<file path="config.mk">
export PLATFORM = sky130hd
export DESIGN_NAME = dtum_ctrl
export DESIGN_NICKNAME = d
export VERILOG_FILES = /design/src/design/dtum_pkg.sv /design/src/design/dtum_ctrl.sv
export SDC_FILE = /design/constraint.sdc
export NUM_CORES = 1
export LEC_CHECK = 0
export BUFFER_PORTS_ARGS = -buffer_cell sky130_fd_sc_hd__buf_4
export CAP_MARGIN = 20
export CORE_MARGIN = 2
export CORE_UTILIZATION = 30
export DETAILED_ROUTE_END_ITERATION = 16
export PLACE_DENSITY = 0.6
export SYNTH_ARGS = -nofsm -noshare
export SYNTH_HDL_FRONTEND = slang
export SYNTH_SLANG_ARGS = --single-unit
</file>
<file path="constraint.sdc">
create_clock -name clock -period 2.31 [get_ports clock]
set_input_delay 0.5775 -clock clock [delete_from_list [all_inputs] [get_ports clock]]
set_output_delay 0.5775 -clock clock [all_outputs]
set_load 0.005 [all_outputs]
</file>
<file path="src/design/dtum_pkg.sv">
// Shared types and constants for the device table upsert/merge block.
package dtum_pkg;

   localparam int unsigned KEY_W = 58;

   typedef enum logic [1:0] {
      STATUS_OK      = 2'd0,
      STATUS_INVALID = 2'd1,
      STATUS_FULL    = 2'd2
   } status_type;

   typedef enum logic {
      REQ_UPSERT = 1'b0,
      REQ_CLEAR  = 1'b1
   } req_kind_type;

   // one table entry, key first
   typedef struct packed {
      logic [1:0]  radio;
      logic [7:0]  addr_kind;
      logic [47:0] address;
      logic [7:0]  signal;
      logic [7:0]  name_size;
      logic [23:0] dev_class;
      logic [15:0] appearance;
      logic [7:0]  maker_len;
      logic [7:0]  advert_len;
      logic [31:0] last_seen;
   } entry_type;

   // controller -> datapath
   typedef struct packed {
      logic load;       // capture request
      logic clear;      // zero the fill count
      logic rd;         // issue read at scan index
      logic scan_first; // reset scan index
      logic merge;      // write merged entry at hit slot
      logic append;     // write new entry at fill count
      logic fin_invalid;
      logic fin_full;
      logic fin_clear;
   } cmd_type;

   // datapath -> controller
   typedef struct packed {
      logic is_clear;
      logic is_valid;
      logic scan_done;  // scan index reached fill count
      logic hit;        // registered read matched key
      logic full;
   } stat_type;

endpackage

</file>
<file path="src/design/dtum_ctrl.sv">
// Sequencing state machine for the device table search and update.
module dtum_ctrl
   import dtum_pkg::*;
(
   input  logic     clock,
   input  logic     reset,
   input  logic     req_valid,
   output logic     req_stall,
   input  logic     rsp_busy,
   input  stat_type stat,
   output cmd_type  cmd
);

   typedef enum logic [5:0] {
      ST_IDLE  = 6'b000001,
      ST_DECIDE= 6'b000010,
      ST_ISSUE = 6'b000100,
      ST_CHECK = 6'b001000,
      ST_WRITE = 6'b010000,
      ST_WAIT  = 6'b100000
   } state_type;

   state_type state_ff, state_in;
   logic      hit_ff, hit_in;

   assign req_stall = (state_ff != ST_IDLE);

   always_comb begin
      state_in = state_ff;
      hit_in   = hit_ff;
      cmd      = '0;
      unique case (state_ff)
         ST_IDLE: begin
            if (req_valid) begin
               cmd.load = 1'b1;
               state_in = ST_DECIDE;
            end
         end
         ST_DECIDE: begin
            if (!rsp_busy) begin
               priority if (stat.is_clear) begin
                  cmd.clear     = 1'b1;
                  cmd.fin_clear = 1'b1;
                  state_in      = ST_IDLE;
               end else if (!stat.is_valid) begin
                  cmd.fin_invalid = 1'b1;
                  state_in        = ST_IDLE;
               end else begin
                  cmd.scan_first = 1'b1;
                  state_in       = ST_ISSUE;
               end
            end
         end
         ST_ISSUE: begin
            if (stat.scan_done) begin
               hit_in   = 1'b0;
               state_in = ST_WAIT;
            end else begin
               cmd.rd   = 1'b1;
               state_in = ST_CHECK;
            end
         end
         ST_CHECK: begin
            if (stat.hit) begin
               hit_in   = 1'b1;
               state_in = ST_WAIT;
            end else begin
               state_in = ST_ISSUE;
            end
         end
         ST_WAIT: begin
            // hold until the output register is free
            if (!rsp_busy) begin
               priority if (hit_ff) begin
                  cmd.merge = 1'b1;
               end else if (stat.full) begin
                  cmd.fin_full = 1'b1;
               end else begin
                  cmd.append = 1'b1;
               end
               state_in = ST_WRITE;
            end
         end
         ST_WRITE: state_in = ST_IDLE;
         default:  state_in = ST_IDLE;
      endcase
   end

   always_ff @(posedge clock) begin
      if (reset) begin
         state_ff <= ST_IDLE;
         hit_ff   <= 1'b0;
      end else begin
         state_ff <= state_in;
         hit_ff   <= hit_in;
      end
   end

endmodule

</file>
Yosys cells after proc, flatten, opt, wreduce, memory -nomap -nowiden
Index checks and enable logic that the tools add are counted.
- flip-flop bits (word level): 7
- bits of input ports: 9
- output and inout port bits: 10
- word-level logic and storage cells: 51
- equality and inequality tests: 11
- multiplexer cells: 35
- reductions and logical operators: 3
- operators by type and width (cell ; count):
    $mux W6 ; 6
    $pmux W6 S5 ; 1
    $mux W1 ; 24
    $ne A2 B2 Y1 const B ; 5
    $eq A6 B1 Y1 const B ; 1
    $eq A6 B2 Y1 const B ; 1
    $eq A6 B3 Y1 const B ; 1
    $eq A6 B4 Y1 const B ; 1
    $eq A6 B6 Y1 const B ; 1
    $ne A6 B1 Y1 const B ; 1
    $reduce_and A3 Y1 ; 2
    $mux W2 ; 2
    $mux W3 ; 1
    $pmux W1 S2 ; 1
    $reduce_bool A2 Y1 ; 1

Logic depth before layout (Yosys ltp)
- depth after elaboration: 4
- depth in mapped cells: 5
- gate-level depth less buffers: 4

Worst setup path after synthesis
Ideal clock, no wire load.
- path kind: register -> output
- start: register state_ff[5]
- end: output cmd[7] (netlist bit)
- arrival time: 1.353 ns
- required time: 1.732 ns
- slack: 0.379 ns
- stages on the path, launching flop included: 6
- buffers on the path: 2
- cell sequence: dfxtp_1 -> buf_6 -> nor4_4 -> nand2_1 -> nor3b_1 -> buf_4
- RTL lines (item ; line ; source):
    start: declaration ; dtum_ctrl.sv:23 ; state_type state_ff, state_in;
    start signal: assignment ; dtum_ctrl.sv:94 ; state_ff <= state_in;
    end: declaration ; dtum_ctrl.sv:11 ; output cmd_type cmd

==> impl_results.md <==
* Pin count of the biggest net entering global routing at 12
* Most frequent cells in the layout: 20 x buf_4, 7 x nor2_1, 7 x dfxtp_1, 5 x nand3_1, 4 x nand2_1
* Setup TNS at 0 ns
* Crit share post-route at 93.05%
* Post-Syn Area per Cell at 8.123 um2
* Mapped Cells at 65
* Via density at 5.280
* Synth top area share at 26.54%
* Chip Width at 45.95 um
* Crit path from: state_ff[5]
* Setup Viol. Count Final at 0
* Area leader, netlist: dfxtp_1
* Num CTS Buffers at 3
* Worst-path clk slew at 0.05 ns
* Leak Pwr at 0.2823 nW
* # rows at 15
* Most common cell after layout, fill and taps aside: buf_4
* Layout Skew at 0.003502 ns
* Clock latency on the worst-skew pair at 0.25 ns
* Placed wire-length estimate at 985.2 um
* Synth warn at 0
* Outcome: completed
* Total track usage at 14.70%
* Hold Path Class: primary input to register
* Initial drt markers at 10
* Launching point of the worst reg2reg path: state_ff[5]
* Via count at 528
* Layout area overhead at 29.38%
* Max-slew violation count at 0
* Mapped Nets at 74
* Reg-to-reg slack, setup at 0.84 ns
* Clk pwr share at 36.1%
* Fmax at 465.2 MHz
* Top Layer Used: met4
* Die H at 45.95 um
* Setup crit end kind: primary output
* Netlist cell types at 31
* Routability cong. at 0.8172
* Port bufs at 18
* R2R Path End: state_ff[2]
* PwrDens at 456.9 nW/um2
* Initial antenna violation count at 0
* CP Class: register to primary output
* CP startpoint kind: register
* Peak supply drop at 223.4 uV
* Int Power at 227.1 uW
* Fillers at 175
* Initial cell density of the core at 31.26%
* Net switching power at 85.00 uW
* Wire length on met2 at 623 um
* Pre-antenna DRT Iters at 4
* Residual DRC at 0
* Vias in the first global route at 495
* # diodes at 0
* Drt total wl at 1281 um
* Post-DRT Antenna Nets at 0
* Reg2Reg Depth at 4
* Slew @ Worst Pin at 0.4979 ns
* Worst-case clock buffer depth at 2
* Placeable core area at 1689 um2
* Wirelength per Cell at 12.81 um
* Final min period at 2.150 ns
* Sequential area share after synthesis at 26.54%
* Area of the mapped netlist at 528.0 um2
* H-tree level count at 1
* Worst Hold Launch: reset
* Post-route cell area at 683.2 um2
* Final Hold Fails at 0
* I/O pin count at 19
* WL met3 at 54 um
* CP endpoint: cmd[0]
* Max_slew headroom at 66.52%
* Met1 WL at 585 um
* Die area at 2111 um2
* Total global routing overflow at 0
* Gate power share at 21.8%
* Top post-synthesis cells by area: dfxtp_1 27%, buf_6 6.4%, nor2_1 5.0%, nand3_1 4.7%, nor4_4 4.0%
* #FFs+latches synth at 7
* WP data required at 1.73 ns
* First-pass GRT wire length at 2145 um
* Max Fanout on Critical Path at 8
* Arrival time at the worst endpoint at 1.57 ns
* Sequential share of power at 42.1%
* Max-cap violation count at 0
* Nets at 93
* Share of cells above drive strength 1 at 36.14%
* Root buffer cell: clkbuf_4
* Clock sink total at 7
* Net Sw Frac at 27.23%
* Placed Instance Area at 638.1 um2
* CTS tree: built
## state kept, by name, summed over array words and instances, names as in the netlist
signal / flops
state_ff: 6
hit_ff: 1
## cell usage after synthesis (all sizes together)
| library cell | instances |
|---|---|
| o21a | 1 |
| nor3 | 3 |
| nand3 | 5 |
| nor2 | 7 |
| inv | 2 |
| o31ai | 2 |
| xor2 | 2 |
| and2 | 1 |
| nor2b | 2 |
| nor4b | 1 |
| o21ai | 4 |
| a21oi | 1 |
| and3 | 2 |
| a211oi | 2 |
| nand2 | 4 |
| nor3b | 2 |
| nor4 | 4 |
| a31oi | 2 |
| buf | 6 |
| nand2b | 1 |
| nand4b | 1 |
| a22oi | 1 |
| nand3b | 2 |
| dfxtp | 7 |
## power groups by stage
| stage | registers, mW | clock network [mW] | logic (mW) |
|---|---|---|---|
| final | 0.131 | 0.113 | 0.0682 |
| after global routing | 0.132 | 0.128 | 0.0743 |
| after CTS | 0.131 | 0.117 | 0.0670 |
| after detailed placement | 0.134 | 0 | 0.0669 |
| after global placement | 0.134 | 0 | 0.0666 |
| after floorplan | 0.132 | 0 | 0.0381 |
## repair_timing
| action | CTS | global route |
|---|---|---|
| setup endpoints to repair | 0 | 4 |
| hold buffers | 0 | 0 |
| buffers inserted | 0 | 1 |
| resized for setup | 0 | 2 |
## layout make-up
class                           count  area [um2]  area share (%)
Clock buffer                        4       26.28           3.846
Inverter                            2       7.507           1.099
Multi-Input combinational cell     50       337.8           49.45
Sequential cell                     7       140.1           20.51
Tap cell                           17       21.27           3.114
Timing Repair Buffer               20       150.1           21.98
## metal layers
metal  track usage, %  up-vias
met3            5.952        2
met2            22.22       12
met1            17.49      242
li1                 -      272
met4            8.000        0
met5                0        -
## through the flow
stage,power [mW],utilization [%],std cells,hold slack [ns],setup WS [ns]
2_1_floorplan,0.1703,-,65,0.4696,0.3794
3_3_place_gp,0.2004,37.78,95,0.5034,0.3988
3_5_place_dp,0.2005,37.78,95,0.5059,0.3085
4_1_cts,0.3150,39.33,99,0.5128,0.03435
5_1_grt,0.3341,40.44,100,0.5198,-0.02398
6_report,0.3121,40.44,100,0.5209,0.1605
## how the worst min path moves through the flow
stage	endpoint	slack [ns]	cells after the start
floorplan	hit_ff	0.47	2
global placement	hit_ff	0.50	2
detailed placement	hit_ff	0.51	2
CTS	hit_ff	0.51	2
global route	state_ff[1]	0.52	2
finish	state_ff[1]	0.52	2
## critical path: stages (launching register included)
cell	delay [ns]
dfxtp_1	0.40
nor4_4	0.36
nand2_1	0.17
nor3b_2	0.25
buf_4	0.14
## kinds of logic after synthesis
logic type | after synthesis | synth area share, %
simple gates | 35 | 41.23
compound gates | 13 | 17.30
buf+inv | 8 | 11.61
flops | 7 | 26.54
xor+xnor | 2 | 3.318
Power figures use the tool's default switching activity.
